### config.mk
export PLATFORM = sky130hd
export DESIGN_NAME = sha1_stream_hasher_top
export DESIGN_NICKNAME = d
export VERILOG_FILES = /design/src/design/sha1sh_pkg.sv /design/src/design/sha1_stream_hasher_top.sv /design/src/design/sha1sh_dp.sv /design/src/design/sha1sh_ctrl.sv
export VERILOG_INCLUDE_DIRS = /design/src /design/src/design
export SDC_FILE = /design/constraint.sdc
export NUM_CORES = 2
export LEC_CHECK = 0
export BUFFER_PORTS_ARGS = -buffer_cell sky130_fd_sc_hd__buf_4
export CORE_MARGIN = 5
export CORE_UTILIZATION = 30
export CTS_CLUSTER_DIAMETER = 150
export CTS_CLUSTER_SIZE = 20
export DETAILED_ROUTE_END_ITERATION = 16
export HOLD_SLACK_MARGIN = 0.12
export PLACE_DENSITY = 0.42
export SYNTH_ARGS = -nofsm -noshare
export SYNTH_HDL_FRONTEND = slang
export SYNTH_SLANG_ARGS = --single-unit
### constraint.sdc
create_clock -name clk -period 22.2 [get_ports clk]
set_input_delay 5.55 -clock clk [delete_from_list [all_inputs] [get_ports clk]]
set_output_delay 5.55 -clock clk [all_outputs]
set_load 0.05 [all_outputs]
### src/design/sha1_stream_hasher_top_defines.svh
// Assertion macros for the SHA-1 stream hasher RTL (used by sha1sh_ctrl).
// Expects signals clk and rst_n in the including module's scope.
`ifndef SHA1_STREAM_HASHER_TOP_DEFINES_SVH
`define SHA1_STREAM_HASHER_TOP_DEFINES_SVH

// Same-cycle implication, held off during reset
`define SHA1SH_ASSERT_IMP(lbl, ante, cons, msg) \
  lbl: assert property (@(posedge clk) disable iff (!rst_n) (ante) |-> (cons)) \
    else $error(msg);

// Next-cycle implication, held off during reset
`define SHA1SH_ASSERT_NXT(lbl, ante, cons, msg) \
  lbl: assert property (@(posedge clk) disable iff (!rst_n) (ante) |=> (cons)) \
    else $error(msg);

`endif

### src/design/sha1sh_pkg.sv
// Types and constants for the SHA-1 stream hasher.
// Shared by the controller, the datapath and the top level; no dependencies.
package sha1sh_pkg;

  localparam logic [5:0] FILL_LEN_POS  = 6'd56;  // length field starts here
  localparam logic [5:0] FILL_LAST_POS = 6'd63;
  localparam logic [6:0] LAST_RND      = 7'd79;
  localparam logic [2:0] LAST_WORD_IDX = 3'd4;

  localparam logic [31:0] K_CH   = 32'h5A827999;
  localparam logic [31:0] K_PAR0 = 32'h6ED9EBA1;
  localparam logic [31:0] K_MAJ  = 32'h8F1BBCDC;
  localparam logic [31:0] K_PAR1 = 32'hCA62C1D6;

  // H0 in the top bits
  localparam logic [159:0] INIT_CHAIN = {32'h67452301, 32'hEFCDAB89, 32'h98BADCFE,
                                         32'h10325476, 32'hC3D2E1F0};

  typedef enum logic [1:0] {
    BSEL_DATA  = 2'd0,
    BSEL_PAD80 = 2'd1,
    BSEL_ZERO  = 2'd2,
    BSEL_LEN   = 2'd3
  } bsel_t;

  typedef enum logic [1:0] {
    PH_CH   = 2'd0,
    PH_PAR0 = 2'd1,
    PH_MAJ  = 2'd2,
    PH_PAR1 = 2'd3
  } phase_t;

  typedef struct packed {
    logic       push;         // shift one byte into the block buffer
    bsel_t      bsel;
    logic       capture_len;  // latch bit count at finish
    logic       load_work;    // a..e <= chain
    logic       round_en;
    phase_t     phase;
    logic       final_add;    // chain += a..e
    logic       clear_msg;    // back to initial chain, zero count
    logic [2:0] word_sel;
  } cmd_t;

  typedef struct packed {
    logic [5:0] fill_pos;
  } sts_t;

endpackage

### src/design/sha1_stream_hasher_top.sv
// SHA-1 stream hasher top level: wires the controller to the datapath.
// Depends on sha1sh_pkg, sha1sh_ctrl and sha1sh_dp.
//
//  channel | dir | tdata                                  | tuser      | tlast
//  in_     | in  | [7:0] data_byte                        | kind       | -
//  out_    | out | [31:0] digest_word, [34:32] word_index | -          | last_word
//
// A data byte is pushed into the block buffer; the byte that fills a block starts a
// compression (80 rounds of the single round unit, then the chain update).
// A finish is accepted, then the padding bytes (9 to 72) are pushed in turn and each
// filled block (one or two) is compressed, then five output transfers follow. Input is held
// off from the finish until the fifth digest word is taken; out_tready low
// stalls only the output.
// Reset is synchronous, active low, and restores the initial chain and count.
module sha1_stream_hasher_top (
  input  logic        clk,
  input  logic        rst_n,
  input  logic        in_tvalid,
  output logic        in_tready,
  input  logic [7:0]  in_tdata,   // [7:0] data_byte
  input  logic        in_tuser,   // [0] kind
  output logic        out_tvalid,
  input  logic        out_tready,
  output logic [39:0] out_tdata,  // [31:0] digest_word, [34:32] word_index, rest zero
  output logic        out_tlast
);

  sha1sh_pkg::cmd_t cmd;
  sha1sh_pkg::sts_t sts;
  logic [31:0]      digest_word;
  logic [2:0]       word_index;

  sha1sh_ctrl u_ctrl (
    .clk            (clk),
    .rst_n          (rst_n),
    .in_tvalid      (in_tvalid),
    .in_tready      (in_tready),
    .in_kind        (in_tuser),
    .out_tvalid     (out_tvalid),
    .out_tready     (out_tready),
    .out_word_index (word_index),
    .out_last       (out_tlast),
    .sts            (sts),
    .cmd            (cmd)
  );

  sha1sh_dp u_dp (
    .clk         (clk),
    .rst_n       (rst_n),
    .cmd         (cmd),
    .in_byte     (in_tdata),
    .sts         (sts),
    .digest_word (digest_word)
  );

  assign out_tdata = {5'b00000, word_index, digest_word};

endmodule

### src/design/sha1sh_dp.sv
// SHA-1 datapath: block/schedule shift register, working vars, chain, bit count.
// Driven by sha1sh_ctrl via sha1sh_pkg::cmd_t.
module sha1sh_dp (
  input  logic              clk,
  input  logic              rst_n,
  input  sha1sh_pkg::cmd_t  cmd,
  input  logic [7:0]        in_byte,
  output sha1sh_pkg::sts_t  sts,
  output logic [31:0]       digest_word
);

  logic [511:0] buf_r;        // oldest byte in the top bits; word 0 = w[r]
  logic [31:0]  a_r, b_r, c_r, d_r, e_r;
  logic [31:0]  chain_r [5];
  logic [63:0]  count_r;
  logic [63:0]  saved_r;

  logic [7:0]   push_byte;
  logic [63:0]  len_shifted;
  logic [5:0]   len_shift;
  logic [31:0]  w0, w2, w8, w13, w_new_x, w_new;
  logic [31:0]  f_val, k_val, t_val;

  assign sts.fill_pos = count_r[8:3];

  assign len_shift   = {3'd7 - count_r[5:3], 3'b000};
  assign len_shifted = saved_r >> len_shift;

  always_comb begin
    case (cmd.bsel)
      sha1sh_pkg::BSEL_DATA:  push_byte = in_byte;
      sha1sh_pkg::BSEL_PAD80: push_byte = 8'h80;
      sha1sh_pkg::BSEL_ZERO:  push_byte = 8'h00;
      sha1sh_pkg::BSEL_LEN:   push_byte = len_shifted[7:0];
      default:                push_byte = 8'h00;
    endcase
  end

  assign w0      = buf_r[511:480];
  assign w2      = buf_r[447:416];
  assign w8      = buf_r[255:224];
  assign w13     = buf_r[95:64];
  assign w_new_x = w13 ^ w8 ^ w2 ^ w0;
  assign w_new   = {w_new_x[30:0], w_new_x[31]};

  always_comb begin
    case (cmd.phase)
      sha1sh_pkg::PH_CH: begin
        f_val = (b_r & c_r) | (~b_r & d_r);
        k_val = sha1sh_pkg::K_CH;
      end
      sha1sh_pkg::PH_PAR0: begin
        f_val = b_r ^ c_r ^ d_r;
        k_val = sha1sh_pkg::K_PAR0;
      end
      sha1sh_pkg::PH_MAJ: begin
        f_val = (b_r & c_r) | (b_r & d_r) | (c_r & d_r);
        k_val = sha1sh_pkg::K_MAJ;
      end
      sha1sh_pkg::PH_PAR1: begin
        f_val = b_r ^ c_r ^ d_r;
        k_val = sha1sh_pkg::K_PAR1;
      end
      default: begin
        f_val = b_r ^ c_r ^ d_r;
        k_val = sha1sh_pkg::K_PAR1;
      end
    endcase
  end

  assign t_val = {a_r[26:0], a_r[31:27]} + f_val + e_r + k_val + w0;

  // Buffer doubles as the rolling schedule window during rounds
  always_ff @(posedge clk) begin
    if (cmd.push) begin
      buf_r <= {buf_r[503:0], push_byte};
    end else if (cmd.round_en) begin
      buf_r <= {buf_r[479:0], w_new};
    end
  end

  always_ff @(posedge clk) begin
    if (cmd.load_work) begin
      a_r <= chain_r[0];
      b_r <= chain_r[1];
      c_r <= chain_r[2];
      d_r <= chain_r[3];
      e_r <= chain_r[4];
    end else if (cmd.round_en) begin
      a_r <= t_val;
      b_r <= a_r;
      c_r <= {b_r[1:0], b_r[31:2]};
      d_r <= c_r;
      e_r <= d_r;
    end
  end

  always_ff @(posedge clk) begin
    if (cmd.capture_len) begin
      saved_r <= count_r;
    end
  end

  always_ff @(posedge clk) begin
    if (!rst_n || cmd.clear_msg) begin
      for (int i = 0; i < 5; i++) begin
        chain_r[i] <= sha1sh_pkg::INIT_CHAIN[159 - 32*i -: 32];
      end
      count_r <= 64'd0;
    end else begin
      if (cmd.final_add) begin
        chain_r[0] <= chain_r[0] + a_r;
        chain_r[1] <= chain_r[1] + b_r;
        chain_r[2] <= chain_r[2] + c_r;
        chain_r[3] <= chain_r[3] + d_r;
        chain_r[4] <= chain_r[4] + e_r;
      end
      if (cmd.push) begin
        count_r <= count_r + 64'd8;
      end
    end
  end

  always_comb begin
    case (cmd.word_sel)
      3'd0:    digest_word = chain_r[0];
      3'd1:    digest_word = chain_r[1];
      3'd2:    digest_word = chain_r[2];
      3'd3:    digest_word = chain_r[3];
      3'd4:    digest_word = chain_r[4];
      default: digest_word = chain_r[0];
    endcase
  end

endmodule

### src/design/sha1sh_ctrl.sv
// SHA-1 controller: byte intake, padding sequence, round count, digest output.
// Uses sha1sh_pkg and the assertion macros in sha1_stream_hasher_top_defines.svh.
`include "sha1_stream_hasher_top_defines.svh"

module sha1sh_ctrl (
  input  logic              clk,
  input  logic              rst_n,
  input  logic              in_tvalid,
  output logic              in_tready,
  input  logic              in_kind,
  output logic              out_tvalid,
  input  logic              out_tready,
  output logic [2:0]        out_word_index,
  output logic              out_last,
  input  sha1sh_pkg::sts_t  sts,
  output sha1sh_pkg::cmd_t  cmd
);

  typedef enum logic [4:0] {
    S_IDLE  = 5'b00001,
    S_PAD   = 5'b00010,
    S_ROUND = 5'b00100,
    S_FINAL = 5'b01000,
    S_EMIT  = 5'b10000
  } state_t;

  state_t     state_r, state_nxt;
  logic [6:0] rnd_r, rnd_nxt;
  logic [2:0] wi_r, wi_nxt;
  logic       first_r, first_nxt;   // next pad byte is the 0x80 marker
  logic       lenph_r, lenph_nxt;   // emitting the length bytes
  logic       pad_r, pad_nxt;       // finish in progress
  logic       block_full;
  logic       rnd_last;
  logic       digest_done;
  logic       msg_cleared;

  assign block_full     = (sts.fill_pos == sha1sh_pkg::FILL_LAST_POS);
  assign out_word_index = wi_r;
  assign out_last       = (wi_r == sha1sh_pkg::LAST_WORD_IDX);

  always_comb begin
    state_nxt  = state_r;
    rnd_nxt    = rnd_r;
    wi_nxt     = wi_r;
    first_nxt  = first_r;
    lenph_nxt  = lenph_r;
    pad_nxt    = pad_r;
    in_tready  = 1'b0;
    out_tvalid = 1'b0;
    cmd        = '0;
    cmd.bsel   = sha1sh_pkg::BSEL_DATA;
    cmd.word_sel = wi_r;
    if (rnd_r < 7'd20) begin
      cmd.phase = sha1sh_pkg::PH_CH;
    end else if (rnd_r < 7'd40) begin
      cmd.phase = sha1sh_pkg::PH_PAR0;
    end else if (rnd_r < 7'd60) begin
      cmd.phase = sha1sh_pkg::PH_MAJ;
    end else begin
      cmd.phase = sha1sh_pkg::PH_PAR1;
    end

    case (state_r)
      S_IDLE: begin
        in_tready = 1'b1;
        if (in_tvalid) begin
          if (in_kind) begin
            cmd.capture_len = 1'b1;
            first_nxt       = 1'b1;
            lenph_nxt       = 1'b0;
            pad_nxt         = 1'b1;
            state_nxt       = S_PAD;
          end else begin
            cmd.push = 1'b1;
            if (block_full) begin
              cmd.load_work = 1'b1;
              rnd_nxt       = 7'd0;
              state_nxt     = S_ROUND;
            end
          end
        end
      end
      S_PAD: begin
        cmd.push = 1'b1;
        if (first_r) begin
          cmd.bsel  = sha1sh_pkg::BSEL_PAD80;
          first_nxt = 1'b0;
        end else if (lenph_r || (sts.fill_pos == sha1sh_pkg::FILL_LEN_POS)) begin
          cmd.bsel  = sha1sh_pkg::BSEL_LEN;
          lenph_nxt = 1'b1;
        end else begin
          cmd.bsel  = sha1sh_pkg::BSEL_ZERO;
        end
        if (block_full) begin
          cmd.load_work = 1'b1;
          rnd_nxt       = 7'd0;
          state_nxt     = S_ROUND;
        end
      end
      S_ROUND: begin
        cmd.round_en = 1'b1;
        rnd_nxt      = rnd_r + 7'd1;
        if (rnd_r == sha1sh_pkg::LAST_RND) begin
          state_nxt = S_FINAL;
        end
      end
      S_FINAL: begin
        cmd.final_add = 1'b1;
        if (!pad_r) begin
          state_nxt = S_IDLE;
        end else if (lenph_r) begin
          // length field only ever ends a block, so the message is done
          wi_nxt    = 3'd0;
          state_nxt = S_EMIT;
        end else begin
          state_nxt = S_PAD;
        end
      end
      S_EMIT: begin
        out_tvalid = 1'b1;
        if (out_tready) begin
          if (wi_r == sha1sh_pkg::LAST_WORD_IDX) begin
            cmd.clear_msg = 1'b1;
            pad_nxt       = 1'b0;
            lenph_nxt     = 1'b0;
            state_nxt     = S_IDLE;
          end else begin
            wi_nxt = wi_r + 3'd1;
          end
        end
      end
      default: begin
        state_nxt = S_IDLE;
      end
    endcase
  end

  always_ff @(posedge clk) begin
    if (!rst_n) begin
      state_r <= S_IDLE;
      rnd_r   <= 7'd0;
      wi_r    <= 3'd0;
      first_r <= 1'b0;
      lenph_r <= 1'b0;
      pad_r   <= 1'b0;
    end else begin
      state_r <= state_nxt;
      rnd_r   <= rnd_nxt;
      wi_r    <= wi_nxt;
      first_r <= first_nxt;
      lenph_r <= lenph_nxt;
      pad_r   <= pad_nxt;
    end
  end

  assign rnd_last    = (state_r == S_ROUND) && (rnd_r == sha1sh_pkg::LAST_RND);
  assign digest_done = out_tvalid && out_tready && out_last;
  assign msg_cleared = (state_r == S_IDLE) && (sts.fill_pos == 6'd0);

  `SHA1SH_ASSERT_IMP(a_no_overlap, in_tready, !out_tvalid, "input and output open together")
  `SHA1SH_ASSERT_NXT(a_round_end, rnd_last, state_r == S_FINAL, "no final add after last round")
  `SHA1SH_ASSERT_NXT(a_emit_done, digest_done, msg_cleared, "message state not cleared after digest")

endmodule

==> flow_summary.ini <==
[yosys]
synth_top_cell_by_area = edfxtp_1
synthTopCellsByArea = edfxtp_1, nand2_1, ha_1
yosys_most_used_dff = edfxtp_1
ys_seq_area_frac = 0.520
synth_area_um2 = 54600
yosys_register_bits = 972
yosys_warnings = 0
syn_inst = 5528
ys_async_sr_fraction = 0
synth_edf_count = 893
syn_avg_cell_area_um2 = 9.88
synth.distinct_cells = 82
synth_top_area_frac = 0.491

[global_route]
grt_pass1_wl_um = 243000
grt-busiest-layer = met2
grt_pass1_vias = 37800
antenna_found_initial = 1
use_met1 = 0.239
grt_util_met2 = 0.259
gr-total-overflow = 0
use_met3 = 0.0150
groute.usage.overall = 0.163
grt_start_max_net_pins = 221

[routing]
num_vias = 38400
remaining_drc_errors = 0
drt_first_pass_iters = 5
drtIter0Drc = 3013
drt_wl_total_um = 160000
ant_nets = 0
via_per_inst = 4.90
post_drt_wl_per_cell_um = 20.4

[setup_path]
cp_top_family = simple AND/OR/NAND/NOR gates
cp_slowest_stage_delay_ns = 0.94
r2r_cells = 23
crit_fanout = 49
critPathSlowestCell = or4_2
arrival_ns = 4.26
start_kind = flip-flop
crit_path_end_kind = output port
cpMostUsedCell = buf_4
reg2reg_to = u_dp.a_r[20]
r2r_setup_slack_ns = 14.74
critical_path_class = flip-flop to output port
rr_startpoint = u_ctrl.rnd_r[3]
required_ns = 16.65
crit_buf_inv = 4
path_cells = inv_1 -> ha_1 -> and2_2 -> buf_4 -> or4_2 -> buf_4 -> a31oi_1 -> buf_4

[sta]
setup_tns_ns = 0
layout_min_cycle_time_ns = 9.81
max_clock_freq_mhz = 102
tightestPinTransition_ns = 1.64
fin_crit_sh = 0.442
rsz0062_at_grt = false
skew_ns = 0.0420
maxSlewHeadroom = -0.0935
finalMaxSlewViolations = 71
finalSetupViolCount = 0
hold_ws_ns = 0.482
finalHoldViolCount = 0

[clock_network]
clock_sinks = 972
clockBufferDepth = 3
cts_resized = 0
clk_pin_slew_worst_paths_ns = 0.09
cts_hold_buf = 0
worstSkewPairLatency_ns = 0.71
cts_setup_buffers = 0
cts_tree = built
cts-buffers-inserted = 54
cts_max_level = 2
cts_root_buffer = clkbuf_16

[layout]
drive_above_1_share = 0.0391
diodes = 0
nets = 5812
layout_common_cells = nand2_1, edfxtp_1, nor2_1
n_fill_cell = 18600
area_delta_synth_final_pct = 8.17
final_area_um2 = 59100
final_common_cell = nand2_1
stdcell_count = 7837

[outcome]
violations = max-slew violations
status = finished with violations

[placed_design]
place.gp.congestion = 0.858
place.detailed.hpwl_um = 111000
dp_cells = 7754
place_area_um2 = 57500
port_buffers = 50

[power_and_ir_drop]
ir_drop_uv = 65.5
p_leak_uw = 0.0229
power_density_nw_per_um2 = 66.7

[hold_path]
holdPathEnd = u_dp.saved_r[39]
worstHoldStart = u_dp.count_r[39]
min_path_cells = 0
holdCritPathClass = flip-flop to flip-flop

[floorplanning]
die_w_um = 437
pin_count = 56
rows = 156
fp.dieH_um = 437
start_util = 0.302
die_area_um2 = 191000
coreArea_um2 = 181000

[job]
maxCapViolations = 0
-- flip-flops by register name, summed over array words and instances, names as in the netlist --
name,count
u_dp.c_r,32
u_ctrl.rnd_r,7
u_ctrl.pad_r,1
u_dp.buf_r,512
u_dp.b_r,32
u_ctrl.state_r,5
u_ctrl.out_word_index,3
u_dp.d_r,32
u_dp.e_r,32
u_ctrl.lenph_r,1
u_dp.chain_r,160
u_dp.saved_r,61
u_ctrl.first_r,1
u_dp.a_r,32
u_dp.count_r,61
-- worst max-delay path by stage --
stage / start / to / slack (ns) / depth (start not counted)
5_1_grt: u_ctrl.out_word_index[0] / out_tdata[2] / 12.25 / 8
2_1_floorplan: in_tuser / u_dp.buf_r[0] / 3.43 / 7
3_5_place_dp: in_tuser / u_dp.buf_r[129] / 12.50 / 7
3_3_place_gp: in_tuser / u_dp.buf_r[129] / 12.51 / 7
6_report: u_ctrl.out_word_index[0] / out_tdata[2] / 12.39 / 8
4_1_cts: u_ctrl.out_word_index[0] / out_tdata[15] / 12.29 / 8
-- power breakdown --
| part | switching, uW | leakage, uW | internal, uW |
|---|---|---|---|
| clock | 658 | 0.000749 | 479 |
| combinational | 360 | 0.0134 | 183 |
| sequential | 80.4 | 0.00875 | 2180 |
-- synthesized netlist by cell type (all sizes together) (50+ instances only) --
| library cell | count |
|---|---|
| a22oi | 66 |
| xor2 | 103 |
| dfxtp | 79 |
| a21o | 95 |
| ha | 234 |
| nand3 | 63 |
| a31oi | 50 |
| nand2 | 1952 |
| edfxtp | 893 |
| nor2 | 277 |
| inv | 251 |
| o21ai | 206 |
| fa | 125 |
| a21oi | 182 |
| clkbuf | 198 |
| xnor2 | 206 |
-- cell families after synthesis --
family,Yosys count,synth area share
other cells,1,0.0000687
xor+xnor,309,0.0496
fa+ha+maj,359,0.0995
buf+inv,490,0.0346
simple gates,2525,0.186
mux,28,0.00827
flops,972,0.520
compound gates,844,0.102
-- layer usage --
metal	wire length [um]	up-vias
li1	-	18700
met1	78800	19000
met2	72000	566
met3	5000	150
met4	4430	0
met5	0	-
-- area by class of cell --
| cell class | instances | area (um2) | area share |
|---|---|---|---|
| flip-flops and latches | 972 | 28400 | 0.481 |
| clock buffers | 78 | 1440 | 0.0244 |
| inverters | 251 | 942 | 0.0160 |
| clock inverters | 5 | 129 | 0.00218 |
| well taps | 2370 | 2970 | 0.0502 |
| repair buffers | 91 | 733 | 0.0124 |
| multi-input cells | 4070 | 24400 | 0.414 |
-- per-stage QoR --
stage | total power (uW) | setup WS (ns) | util
after floorplan | 2730 | 3.43 | -
after global placement | 2850 | 12.51 | 0.318
after detailed placement | 2860 | 12.50 | 0.318
after CTS | 4010 | 12.29 | 0.326
after global routing | 4150 | 12.25 | 0.326
final | 3940 | 12.39 | 0.326
Note: power is estimated with default switching activity, not from simulation.
